## src/sv/i2ctw_pkg.sv

```systemverilog
package i2ctw_pkg;

    // Shared divider width
    localparam int DIV_W       = 32;
    localparam int DIV_COUNT_W = $clog2(DIV_W + 1);

    // Field widths
    localparam int SPEED_W = 20;
    localparam int WORD_W  = 32;
    localparam int CFG_W   = 4;
    localparam int CFG_IDX_W = 2;
    localparam int PRESC_W = 4;
    localparam int TICKS_W = 9;
    localparam int SHIFT_W = 4;

    // Register indexes
    localparam logic [CFG_IDX_W-1:0] CFG_CLOCK_SOURCE = 2'd0;
    localparam logic [CFG_IDX_W-1:0] CFG_AHB_PRESCALE = 2'd1;
    localparam logic [CFG_IDX_W-1:0] CFG_APB_PRESCALE = 2'd2;

    // Clock source code that selects the fast clock
    localparam logic [1:0] CLK_SRC_PLL = 2'd2;

    // Arithmetic constants
    localparam logic [DIV_W-1:0]   NS_PER_SEC     = 32'd1000000000;
    localparam logic [DIV_W-1:0]   SYS_CLK_SLOW   = 32'd8000000;
    localparam logic [DIV_W-1:0]   SYS_CLK_FAST   = 32'd48000000;
    localparam logic [DIV_W-1:0]   MAX_TICKS      = 32'd510;
    localparam logic [SPEED_W-1:0] STD_MODE_LIMIT = 20'd100000;
    localparam logic [TICKS_W-1:0] FIELD_MAX      = 9'd255;
    localparam logic [DIV_W-1:0]   SPLIT_DIVISOR  = 32'd3;
    localparam logic [PRESC_W-1:0] PRESC_LAST     = 4'd15;
    localparam logic [3:0]         CDEL_STD       = 4'd3;
    localparam logic [3:0]         CDEL_FAST      = 4'd2;

    // Division by three as a reciprocal multiply: exact for dividends below 1536 in the 20-bit product
    localparam int                  SPLIT_PROD_W = 20;
    localparam int                  SPLIT_SHIFT  = 11;
    localparam logic [SPLIT_PROD_W-1:0] SPLIT_RECIP = 20'd683;

    // Request to the shared divider
    typedef struct packed {
        logic             start;
        logic [DIV_W-1:0] dividend;
        logic [DIV_W-1:0] divisor;
    } div_req_t;

    // Response from the shared divider
    typedef struct packed {
        logic             done;
        logic [DIV_W-1:0] quotient;
    } div_rsp_t;

    // AHB divider as a right shift: codes below 8 do not divide
    function automatic logic [SHIFT_W-1:0] ahb_shift(input logic [3:0] code);
        logic [SHIFT_W-1:0] s;
        case (code)
            4'd8:    s = 4'd1;
            4'd9:    s = 4'd2;
            4'd10:   s = 4'd3;
            4'd11:   s = 4'd4;
            4'd12:   s = 4'd6;
            4'd13:   s = 4'd7;
            4'd14:   s = 4'd8;
            4'd15:   s = 4'd9;
            default: s = 4'd0;
        endcase
        return s;
    endfunction

    // APB divider as a right shift: codes below 4 do not divide
    function automatic logic [SHIFT_W-1:0] apb_shift(input logic [2:0] code);
        logic [SHIFT_W-1:0] s;
        case (code)
            3'd4:    s = 4'd1;
            3'd5:    s = 4'd2;
            3'd6:    s = 4'd3;
            3'd7:    s = 4'd4;
            default: s = 4'd0;
        endcase
        return s;
    endfunction

endpackage

```

## src/sv/i2ctw_div.sv

```systemverilog
module i2ctw_div
    import i2ctw_pkg::*;
(
    input  logic     clk,
    input  logic     rst_n,
    input  div_req_t req,
    output div_rsp_t rsp
);

    logic [DIV_COUNT_W-1:0] count_reg, count_next;
    logic                   done_reg, done_next;
    logic [DIV_W-1:0]       rem_reg, rem_next;
    logic [DIV_W-1:0]       quo_reg, quo_next;
    logic [DIV_W-1:0]       dvs_reg, dvs_next;
    logic [DIV_W:0]         shifted;
    logic [DIV_W:0]         trial;

    // Shift in one dividend bit and try the subtraction
    assign shifted = {rem_reg, quo_reg[DIV_W-1]};
    assign trial   = shifted - {1'b0, dvs_reg};

    always_comb
    begin
        count_next = count_reg;
        done_next  = 1'b0;
        rem_next   = rem_reg;
        quo_next   = quo_reg;
        dvs_next   = dvs_reg;
        if (req.start)
        begin
            // Load operands and run one quotient bit per cycle
            count_next = DIV_COUNT_W'(DIV_W);
            rem_next   = '0;
            quo_next   = req.dividend;
            dvs_next   = req.divisor;
        end
        else if (count_reg != '0)
        begin
            count_next = count_reg - 1'b1;
            done_next  = (count_reg == DIV_COUNT_W'(1));
            if (shifted >= {1'b0, dvs_reg})
            begin
                rem_next = trial[DIV_W-1:0];
                quo_next = {quo_reg[DIV_W-2:0], 1'b1};
            end
            else
            begin
                rem_next = shifted[DIV_W-1:0];
                quo_next = {quo_reg[DIV_W-2:0], 1'b0};
            end
        end
    end

    // Hold the iteration count and the done pulse
    always_ff @(posedge clk or negedge rst_n)
    begin
        if (!rst_n)
        begin
            count_reg <= '0;
            done_reg  <= 1'b0;
        end
        else
        begin
            count_reg <= count_next;
            done_reg  <= done_next;
        end
    end

    // Hold the datapath
    always_ff @(posedge clk)
    begin
        rem_reg <= rem_next;
        quo_reg <= quo_next;
        dvs_reg <= dvs_next;
    end

    assign rsp.done     = done_reg;
    assign rsp.quotient = quo_reg;

endmodule

```

## src/sv/i2c_timing_word_calculator_core.sv

```systemverilog
// Takes a requested I2C bus speed in hertz and returns one packed timing word
// and a possible flag per request, from the clock source and the AHB and APB
// prescaler registers. All divisions run on one shared 32-bit restoring
// divider that yields one quotient bit per cycle. A request with a nonzero
// speed needs 3 to 18 divisions: clock period, bus period, and one per
// prescaler tried (1 to 16); the two-thirds low/high split is a reciprocal
// multiply in its own state after the last division. A zero speed gives an
// impossible result with no division. in_stall is high from acceptance until
// the result is loaded into the output register; one finished result may wait
// there while the next request is computed. Write the registers only while no
// request is in flight.
module i2c_timing_word_calculator_core
    import i2ctw_pkg::*;
(
    input  logic                 clk,
    input  logic                 rst_n,
    input  logic                 cfg_we,
    input  logic [CFG_IDX_W-1:0] cfg_index,
    input  logic [CFG_W-1:0]     cfg_data,
    input  logic                 in_valid,
    output logic                 in_stall,
    input  logic [SPEED_W-1:0]   speed_hz,
    output logic                 out_valid,
    input  logic                 out_stall,
    output logic [WORD_W-1:0]    timing_word,
    output logic                 possible
);

    typedef enum logic [2:0] {
        ST_IDLE,
        ST_CLK,
        ST_BUS,
        ST_TICK,
        ST_SPLIT,
        ST_FINISH
    } state_t;

    state_t               state_reg, state_next;
    logic [1:0]           clk_src_reg;
    logic [3:0]           ahb_code_reg;
    logic [2:0]           apb_code_reg;
    logic                 start_reg, start_next;
    logic                 out_valid_reg, out_valid_next;
    logic [DIV_W-1:0]     dividend_reg, dividend_next;
    logic [DIV_W-1:0]     divisor_reg, divisor_next;
    logic [SPEED_W-1:0]   speed_reg, speed_next;
    logic [DIV_W-1:0]     clk_ns_reg, clk_ns_next;
    logic [DIV_W-1:0]     bus_ns_reg, bus_ns_next;
    logic [DIV_W-1:0]     acc_reg, acc_next;
    logic [PRESC_W-1:0]   presc_reg, presc_next;
    logic [TICKS_W-1:0]   ticks_reg, ticks_next;
    logic [WORD_W-1:0]    res_word_reg, res_word_next;
    logic                 res_ok_reg, res_ok_next;
    logic [WORD_W-1:0]    word_reg, word_next;
    logic                 possible_reg, possible_next;
    logic [DIV_W-1:0]     sys_hz;
    logic [DIV_W-1:0]     periph_hz;
    logic [SPLIT_PROD_W-1:0] split_prod;
    logic [TICKS_W-1:0]   low_raw;
    logic [TICKS_W-1:0]   high_raw;
    logic [7:0]           low_fld;
    logic [7:0]           high_fld;
    logic [3:0]           cdel;
    div_req_t             div_req;
    div_rsp_t             div_rsp;

    // Peripheral clock: both prescalers are powers of two
    assign sys_hz    = (clk_src_reg == CLK_SRC_PLL) ? SYS_CLK_FAST : SYS_CLK_SLOW;
    assign periph_hz = sys_hz >> (ahb_shift(ahb_code_reg) + apb_shift(apb_code_reg));

    // Split ticks into low and high time, clamp each field
    assign split_prod = SPLIT_PROD_W'({ticks_reg, 1'b0}) * SPLIT_RECIP;
    assign low_raw  = TICKS_W'(split_prod >> SPLIT_SHIFT);
    assign high_raw = ticks_reg - low_raw;
    assign low_fld  = (low_raw > FIELD_MAX) ? FIELD_MAX[7:0] : low_raw[7:0];
    assign high_fld = (high_raw > FIELD_MAX) ? FIELD_MAX[7:0] : high_raw[7:0];
    assign cdel     = (speed_reg <= STD_MODE_LIMIT) ? CDEL_STD : CDEL_FAST;

    always_comb
    begin
        state_next     = state_reg;
        start_next     = 1'b0;
        out_valid_next = out_valid_reg;
        dividend_next  = dividend_reg;
        divisor_next   = divisor_reg;
        speed_next     = speed_reg;
        clk_ns_next    = clk_ns_reg;
        bus_ns_next    = bus_ns_reg;
        acc_next       = acc_reg;
        presc_next     = presc_reg;
        ticks_next     = ticks_reg;
        res_word_next  = res_word_reg;
        res_ok_next    = res_ok_reg;
        word_next      = word_reg;
        possible_next  = possible_reg;

        // Drop the result once it is taken
        if (out_valid_reg && !out_stall)
        begin
            out_valid_next = 1'b0;
        end

        case (state_reg)
            ST_IDLE:
            begin
                if (in_valid)
                begin
                    speed_next = speed_hz;
                    if (speed_hz == '0)
                    begin
                        res_word_next = '0;
                        res_ok_next   = 1'b0;
                        state_next    = ST_FINISH;
                    end
                    else
                    begin
                        // Start the clock period division
                        dividend_next = NS_PER_SEC;
                        divisor_next  = periph_hz;
                        start_next    = 1'b1;
                        state_next    = ST_CLK;
                    end
                end
            end
            ST_CLK:
            begin
                if (div_rsp.done)
                begin
                    clk_ns_next   = div_rsp.quotient;
                    acc_next      = div_rsp.quotient;
                    dividend_next = NS_PER_SEC;
                    divisor_next  = {{(DIV_W-SPEED_W){1'b0}}, speed_reg};
                    start_next    = 1'b1;
                    state_next    = ST_BUS;
                end
            end
            ST_BUS:
            begin
                if (div_rsp.done)
                begin
                    bus_ns_next   = div_rsp.quotient;
                    presc_next    = '0;
                    dividend_next = div_rsp.quotient;
                    divisor_next  = acc_reg;
                    start_next    = 1'b1;
                    state_next    = ST_TICK;
                end
            end
            ST_TICK:
            begin
                if (div_rsp.done)
                begin
                    if (div_rsp.quotient <= MAX_TICKS)
                    begin
                        // Prescaler fits: split two-thirds low
                        ticks_next    = div_rsp.quotient[TICKS_W-1:0];
                        state_next    = ST_SPLIT;
                    end
                    else if (presc_reg == PRESC_LAST)
                    begin
                        res_word_next = '0;
                        res_ok_next   = 1'b0;
                        state_next    = ST_FINISH;
                    end
                    else
                    begin
                        // Advance to the next prescaler
                        presc_next    = presc_reg + 1'b1;
                        acc_next      = acc_reg + clk_ns_reg;
                        dividend_next = bus_ns_reg;
                        divisor_next  = acc_reg + clk_ns_reg;
                        start_next    = 1'b1;
                    end
                end
            end
            ST_SPLIT:
            begin
                res_word_next = {presc_reg, 4'b0000, cdel, 4'b0000, high_fld, low_fld};
                res_ok_next   = 1'b1;
                state_next    = ST_FINISH;
            end
            ST_FINISH:
            begin
                // Load the output register once it is free
                if (!out_valid_reg || !out_stall)
                begin
                    word_next      = res_word_reg;
                    possible_next  = res_ok_reg;
                    out_valid_next = 1'b1;
                    state_next     = ST_IDLE;
                end
            end
            default:
            begin
                state_next = ST_IDLE;
            end
        endcase
    end

    // Hold control state and configuration
    always_ff @(posedge clk or negedge rst_n)
    begin
        if (!rst_n)
        begin
            state_reg     <= ST_IDLE;
            start_reg     <= 1'b0;
            out_valid_reg <= 1'b0;
            clk_src_reg   <= '0;
            ahb_code_reg  <= '0;
            apb_code_reg  <= '0;
        end
        else
        begin
            state_reg     <= state_next;
            start_reg     <= start_next;
            out_valid_reg <= out_valid_next;
            if (cfg_we)
            begin
                case (cfg_index)
                    CFG_CLOCK_SOURCE: clk_src_reg  <= cfg_data[1:0];
                    CFG_AHB_PRESCALE: ahb_code_reg <= cfg_data[3:0];
                    CFG_APB_PRESCALE: apb_code_reg <= cfg_data[2:0];
                    default:          ;
                endcase
            end
        end
    end

    // Hold operands and results
    always_ff @(posedge clk)
    begin
        dividend_reg <= dividend_next;
        divisor_reg  <= divisor_next;
        speed_reg    <= speed_next;
        clk_ns_reg   <= clk_ns_next;
        bus_ns_reg   <= bus_ns_next;
        acc_reg      <= acc_next;
        presc_reg    <= presc_next;
        ticks_reg    <= ticks_next;
        res_word_reg <= res_word_next;
        res_ok_reg   <= res_ok_next;
        word_reg     <= word_next;
        possible_reg <= possible_next;
    end

    assign div_req.start    = start_reg;
    assign div_req.dividend = dividend_reg;
    assign div_req.divisor  = divisor_reg;

    i2ctw_div u_div
    (
        .clk   (clk),
        .rst_n (rst_n),
        .req   (div_req),
        .rsp   (div_rsp)
    );

    assign in_stall    = (state_reg != ST_IDLE);
    assign out_valid   = out_valid_reg;
    assign timing_word = word_reg;
    assign possible    = possible_reg;

    // An impossible result carries a zero word
    a_impossible_zero: assert property (@(posedge clk) disable iff (!rst_n)
        out_valid && !possible |-> timing_word == '0)
        else $error("impossible result with nonzero timing word");

    // A valid word has zero reserved and data delay bits and a legal clock delay
    a_word_fields: assert property (@(posedge clk) disable iff (!rst_n)
        out_valid && possible |-> timing_word[27:24] == 4'd0 &&
            timing_word[19:16] == 4'd0 &&
            (timing_word[23:20] == CDEL_STD || timing_word[23:20] == CDEL_FAST))
        else $error("malformed timing word fields");

    // The divider finishes only while the sequencer waits on it
    a_done_in_wait: assert property (@(posedge clk) disable iff (!rst_n)
        div_rsp.done |-> (state_reg == ST_CLK || state_reg == ST_BUS ||
            state_reg == ST_TICK))
        else $error("divider done outside a wait state");

    // A start never arrives while a division is finishing
    a_no_start_on_done: assert property (@(posedge clk) disable iff (!rst_n)
        start_reg |-> !div_rsp.done)
        else $error("divider restarted on its done cycle");

endmodule
```

## config.mk

```make
export PLATFORM = sky130hd
export DESIGN_NAME = i2c_timing_word_calculator_core
export DESIGN_NICKNAME = d
export VERILOG_FILES = /design/src/sv/i2ctw_pkg.sv /design/src/sv/i2ctw_div.sv /design/src/sv/i2c_timing_word_calculator_core.sv
export SDC_FILE = /design/constraint.sdc
export NUM_CORES = 1
export LEC_CHECK = 0
export BUFFER_PORTS_ARGS = -buffer_cell sky130_fd_sc_hd__buf_4
export CAP_MARGIN = 25
export CORE_MARGIN = 2
export CORE_UTILIZATION = 50
export DETAILED_ROUTE_END_ITERATION = 16
export PLACE_DENSITY = 0.64
export SLEW_MARGIN = 10
export SYNTH_ARGS = -nofsm -noshare
export SYNTH_HDL_FRONTEND = slang
export SYNTH_SLANG_ARGS = --single-unit
```

## constraint.sdc

```tcl
create_clock -name clk -period 9.15 [get_ports clk]
set_clock_uncertainty 0.15 [all_clocks]
set_input_delay 1.83 -clock clk [delete_from_list [all_inputs] [get_ports clk]]
set_output_delay 1.83 -clock clk [all_outputs]
set_load 0.01 [all_outputs]
```

==> results.cfg, run 1 <==
[status]
status = finished, final reports clean

[sta]
worst_slew_pin_slew_ns = 0.978
rsz0062_at_grt = false
finalCritPeriodShare_pct = 74.8
relSlewSlack_pct = 34.8
hold_viol_final = 0
setup_viol = 0
setup_tns_ns = 0
fin_hold_ws_ns = 0.266
fmax_mhz = 146
drv_slew = 0
layout_setup_ws_ns = 2.31
fin_crit_ns = 6.84

[floorplan]
initial_core_util_pct = 50.6
boundaryPins = 66
die_h_um = 201
design.die.area_um2 = 40600
rows = 72
coreArea_um2 = 38600
dieWidth_um = 201

[cells_and_area]
n_antenna_cell = 0
area_delta_synth_final_pct = 11.9
fin_nets = 1956
stdcell_count = 2326
fill_cells = 3334
final_layout_size_suffix_gt1_share_pct = 12.3

[yosys]
ys_warn_count = 0
synth_mux_area_share_pct = 4.76
synthFlopType = edfxtp_1
synthSimpleGateAreaFrac_pct = 10.5
synthArstFlopShare_pct = 5.93
synth_xor_area_share_pct = 3.66
synth_edf_count = 301
synth_compound_area_share_pct = 14.4
syn-cell-area_um2 = 19500
synth_area_per_cell_um2 = 11.3
synthDistinctLibCells = 86
yosysSeqAreaShare_pct = 52.3
synth-adder-area-share_pct = 10.6
ys_seq_elements = 354
synthCells = 1723
synth_top_family_by_area = compound AO/OA/AOI/OAI gates

[clock_network]
cts_root_buf = clkbuf_16
ctsResizeCount = 0
cts_buffers = 39
clk_path_buf_depth = 3
clk_pin_slew_ns = 0.06
clock_sinks = 354
holdBufCountCts = 0
cts_tree = built
htree_levels = 2
clk_latency_ns = 0.56
cts_setup_buffers = 0

[power]
power.leakage_nw = 9.46
irDropWorstVdd_v = 0.000155
power_density_nw_per_um2 = 170
totalPowerFinal_mw = 3.72

[critical_path]
worstRegToRegCells = 23
crit_chain = ha_1 -> inv_1 -> fa_1 -> fa_1 -> fa_1 -> inv_1 -> ha_1 -> or3_4 -> a2111oi_2 -> a21o_1 -> xor2_1 -> inv_1 -> ha_1 -> fa_1 -> inv_1 -> a21o_1 -> maj3_2 -> maj3_2 -> maj3_2 -> maj3_2 -> a21oi_4 -> xor2_2 -> a21oi_1
slowest_delay_ns = 0.57
worstSetupEndpoint = res_word_reg[9]
rr_endpoint = res_word_reg[9]
crit_type = reg -> reg
crit_fanout = 6
critPathLaunchType = flop
setup.worst_path.start = ticks_reg[5]
rr_startpoint = ticks_reg[5]
cpMaxStageDelayCell = fa_1
critPathCaptureType = flop
rrSetupSlack_ns = 2.31
arrival_ns = 6.95
worstPathRequired_ns = 9.26

[detailed_routing]
ant_nets = 0
wirelength_mm = 46.5
post_drt_wl_per_cell_um = 20.0
via_count = 13443
viasPerCell = 5.78
drt_iter0_markers = 1164
dr.pass1.iters = 5
drc = 0

[worst_hold_path]
worstHoldPathCells = 0
worstHoldStart = divisor_reg[26]
hold_path.class = reg -> reg

[global_routing]
track_usage_pct = 23.2
grt_first_pass_wirelength_mm = 73.3
antenna_found_initial = 0
first_global_vias = 13108
grt_overflow = 0
grt_max_degree = 65

[placement]
pre_cts_slack_ns = 2.28
portBuffers = 55
hpwl_mm = 32.5
dp.cells = 2254
routabilityCongestion = 0.941

[flow_run]
drv_cap = 0
==> layout make-up <==
type | count | area (µm²) | share of cell area (%)
clock buffers | 45 | 1050 | 4.82
clock inverters | 24 | 244 | 1.12
inverters | 110 | 413 | 1.89
multi-input cells | 1197 | 8640 | 39.6
flip-flops and latches | 354 | 10200 | 46.8
well taps | 518 | 648 | 2.97
repair buffers | 78 | 608 | 2.79
==> how the worst min path moves through the flow <==
| stage | end | slack [ns] |
|---|---|---|
| floorplan | timing_word[0] | 0.25 |
| global placement | timing_word[4] | 0.25 |
| detailed placement | timing_word[13] | 0.25 |
| CTS | u_div.dvs_reg[26] | 0.27 |
| global route | timing_word[12] | 0.27 |
| finish | u_div.dvs_reg[26] | 0.27 |
==> Yosys cell counts, types with 22 or more instances <==
master / instances / share of area, %
xnor2_1: 38 / 1.7
o21ai_0: 80 / 2.1
clkbuf_1: 50 / 0.96
nand2b_1: 22 / 0.71
dfxtp_1: 32 / 3.3
a21o_1: 46 / 1.8
xor2_1: 36 / 1.6
a21oi_1: 113 / 2.9
mux2_2: 45 / 2.6
nor2_1: 100 / 1.9
mux2i_1: 42 / 2.2
fa_1: 24 / 2.5
nand2_1: 172 / 3.3
o21ai_1: 35 / 0.90
edfxtp_1: 301 / 46
ha_1: 121 / 7.8
inv_1: 110 / 2.1
==> layout by cell type, fill, tap and decap left out, types with 14 or more instances in the layout <==
master	synthesis	routed
edfxtp_1	301	301
nand2_1	172	171
ha_1	121	121
a21oi_1	113	112
inv_1	110	110
nor2_1	100	96
o21ai_0	80	80
buf_4	11	75
a21o_1	46	46
mux2_2	45	45
mux2i_1	42	42
clkbuf_16	0	41
xnor2_1	38	38
xor2_1	36	36
o21ai_1	35	35
dfxtp_1	32	32
fa_1	24	24
nand2b_1	22	22
nand3_1	21	21
and3_1	20	20
nor2b_1	19	19
nor3_1	19	19
a22o_1	19	19
dfrtp_1	21	19
o22ai_1	16	16
nor4_1	15	15
nand4_1	14	14
==> worst max-delay path, delay by kind of cell (launching register included) <==
kind / cells / cell delay [ns]
buffers and inverters: 4 / 0.23
DFF: 1 / 0.54
xor gates and xnor gates: 2 / 0.35
AOI/OAI and AO/OA: 5 / 1.06
and+or+nand+nor: 1 / 0.38
adders and majority gates: 11 / 3.83
==> kinds of logic after synthesis <==
family	Yosys count
buf+inv	181
fa+ha+maj	151
other cells	1
mux	87
flops	354
xor+xnor	78
simple gates	439
compound gates	432
==> stage by stage <==
stage | utilization [%] | cell area (µm²)
global placement | 53.1 | 20500
detailed placement | 53.1 | 20500
finish | 56.6 | 21800
floorplan | - | 19500
CTS | 56.5 | 21800
global route | 56.6 | 21800
==> metal layers <==
metal  global-route usage [%]  wire, µm  vias up
met2                     37.1     21600      390
met1                     32.8     21100     6527
met5                        0         0        -
met3                     3.19      2710       72
li1                         -         -     6454
met4                     7.72      1150        0
==> power by group <==
group / switching (mW) / internal, mW / total (mW) / leakage (nW)
registers: 0.00687 / 1.73 / 1.74 / 3.60
logic: 0.254 / 0.130 / 0.383 / 5.22
clock network: 0.652 / 0.941 / 1.59 / 0.632
Power figures use the tool's default switching activity.
==> run 2: changes to the inputs <==
Clock period 9.15 ns to 6.91 ns, I/O delays scaled along.
==> run 2 against run 1 <==
Largest power group unchanged. Worst hold slack got worse by 0.00059 ns. Non-clock buffer count rose by 1. Final cell count rose by 0.13%. Clock power grew 22%. Sequential cell count did not move. Sequential share of layout area is 0.18 points higher.
==> results.cfg, run 2 (synthesis gave the netlist of run 1 again) <==
[status]
status = finished, final reports clean

[sta]
drv_slew = 0
relSlewSlack_pct = 35.2
finalCritPeriodShare_pct = 95.4
setup_tns_ns = 0
rsz0062_at_grt = false
hold_viol_final = 0
setup_viol = 0
fin_crit_ns = 6.59
fmax_mhz = 152
worst_slew_pin_slew_ns = 0.971

[power]
comb_power_share_pct = 10.3
seq_power_share_pct = 48.7
irDropWorstVdd_v = 0.000189
swShare_pct = 25.5
pwr-share-clk_pct = 41.0
power_density_nw_per_um2 = 218
p_int_mw = 3.53
p_sw_mw = 1.21
power.leakage_nw = 9.40

[global_routing]
grt_first_pass_wirelength_mm = 72.2
antenna_found_initial = 0
first_global_vias = 13244
grt_max_degree = 65
track_usage_pct = 22.7
grt_overflow = 0

[flow_run]
drv_cap = 0

[critical_path]
cpMaxStageDelayCell = fa_1
cpMostUsedCell = maj3_2
rrSetupSlack_ns = 0.32
crit_buf_inv = 2
crit_fanout = 6
worstRegToRegCells = 20
slowest_delay_ns = 0.57
crit_chain = ha_1 -> inv_1 -> fa_1 -> fa_1 -> fa_1 -> inv_1 -> ha_1 -> or3_4 -> a2111oi_4 -> a211oi_2 -> a211o_1 -> ha_1 -> a21o_1 -> maj3_2 -> maj3_2 -> maj3_2 -> maj3_2 -> a21oi_4 -> xor2_4 -> a21oi_1
arrival_ns = 6.71
crit_type = reg -> reg
critPathTopFamily = adder cells
worstPathRequired_ns = 7.03
critPathLaunchType = flop
critPathCaptureType = flop
crit_cells = 20

[worst_hold_path]
hold_path.class = reg -> reg
worstHoldPathCells = 0

[floorplan]
dieWidth_um = 201
boundaryPins = 66
initial_core_util_pct = 50.6
rows = 72
coreArea_um2 = 38600
die_h_um = 201
design.die.area_um2 = 40600

[detailed_routing]
viasPerCell = 5.75
ant_nets = 0
dr.pass1.iters = 5
drt_iter0_markers = 1034
wirelength_mm = 45.4
drc = 0
via_count = 13383
post_drt_wl_per_cell_um = 19.5

[cells_and_area]
layout_commonest_cell = edfxtp_1
n_antenna_cell = 0
multi_input_area_um2 = 8660
postLayoutCellArea_um2 = 21700
area_delta_synth_final_pct = 11.5
fin_nets = 1957
layout_common_cells = edfxtp_1, nand2_1, ha_1, a21oi_1, inv_1
fill_cells = 3350
final_layout_size_suffix_gt1_share_pct = 12.5
seqCellArea_um2 = 10200

[placement]
post_dp_cell_area_um2 = 20500
routabilityCongestion = 0.949
hpwl_mm = 32.1
portBuffers = 55

[clock_network]
clk_path_buf_depth = 3
htree_levels = 2
clock_sinks = 354
cts_tree = built
clk_pin_slew_ns = 0.06
cts_root_buf = clkbuf_16
clk_latency_ns = 0.56
cts_buffers = 39
[run 2: layout make-up]
| cell class | count | share of cell area, % |
|---|---|---|
| well taps | 518 | 2.98 |
| inverters | 110 | 1.90 |
| clock buffers | 43 | 4.61 |
| repair buffers | 79 | 2.76 |
| flip-flops and latches | 354 | 47.0 |
| clock inverters | 28 | 0.898 |
| multi-input cells | 1197 | 39.9 |
[run 2: metrics by stage]
step	setup WS (ns)	hold WS, ns	total power, mW	std cells	util, %
floorplan	0.509	0.250	2.69	1732	-
global placement	0.314	0.252	2.83	2256	53.1
detailed placement	0.208	0.255	2.83	2256	53.1
CTS	0.186	0.266	4.78	2327	56.2
global route	0.0284	0.274	4.92	2329	56.4
finish	0.320	0.266	4.73	2329	56.4
[run 2: final timing paths]
check	start	endpoint
worst max-delay path	ticks_reg[5]	res_word_reg[9]
worst min-delay path	res_word_reg[29]	timing_word[29]
worst max register to register	ticks_reg[5]	res_word_reg[9]
worst min register to register	res_word_reg[29]	timing_word[29]
max in group asynchronous	rst_n	state_reg[0]
min in group asynchronous	rst_n	u_div.count_reg[3]
[run 2: repair_timing]
item	CTS	global route
gates resized for setup	0	2
setup buffers	0	1
setup endpoints to repair	0	8
hold buffers	0	0
[run 2: power groups by stage]
stage          clock [mW]  combinational (mW)  sequential, mW
2_1_floorplan           0               0.346            2.35
3_5_place_dp            0               0.478            2.35
5_1_grt              2.07               0.540            2.31
3_3_place_gp            0               0.475            2.35
6_report             1.94               0.489            2.31
4_1_cts              1.99               0.482            2.31
[run 2: routing by layer]
| layer | vias to the layer above | wire length [µm] | global-route usage [%] |
|---|---|---|---|
| met5 | - | 0 | 0 |
| met4 | 0 | 1410 | 8.51 |
| met3 | 84 | 2500 | 3.01 |
| met2 | 371 | 21000 | 36.6 |
| met1 | 6464 | 20500 | 31.4 |
| li1 | 6464 | - | - |
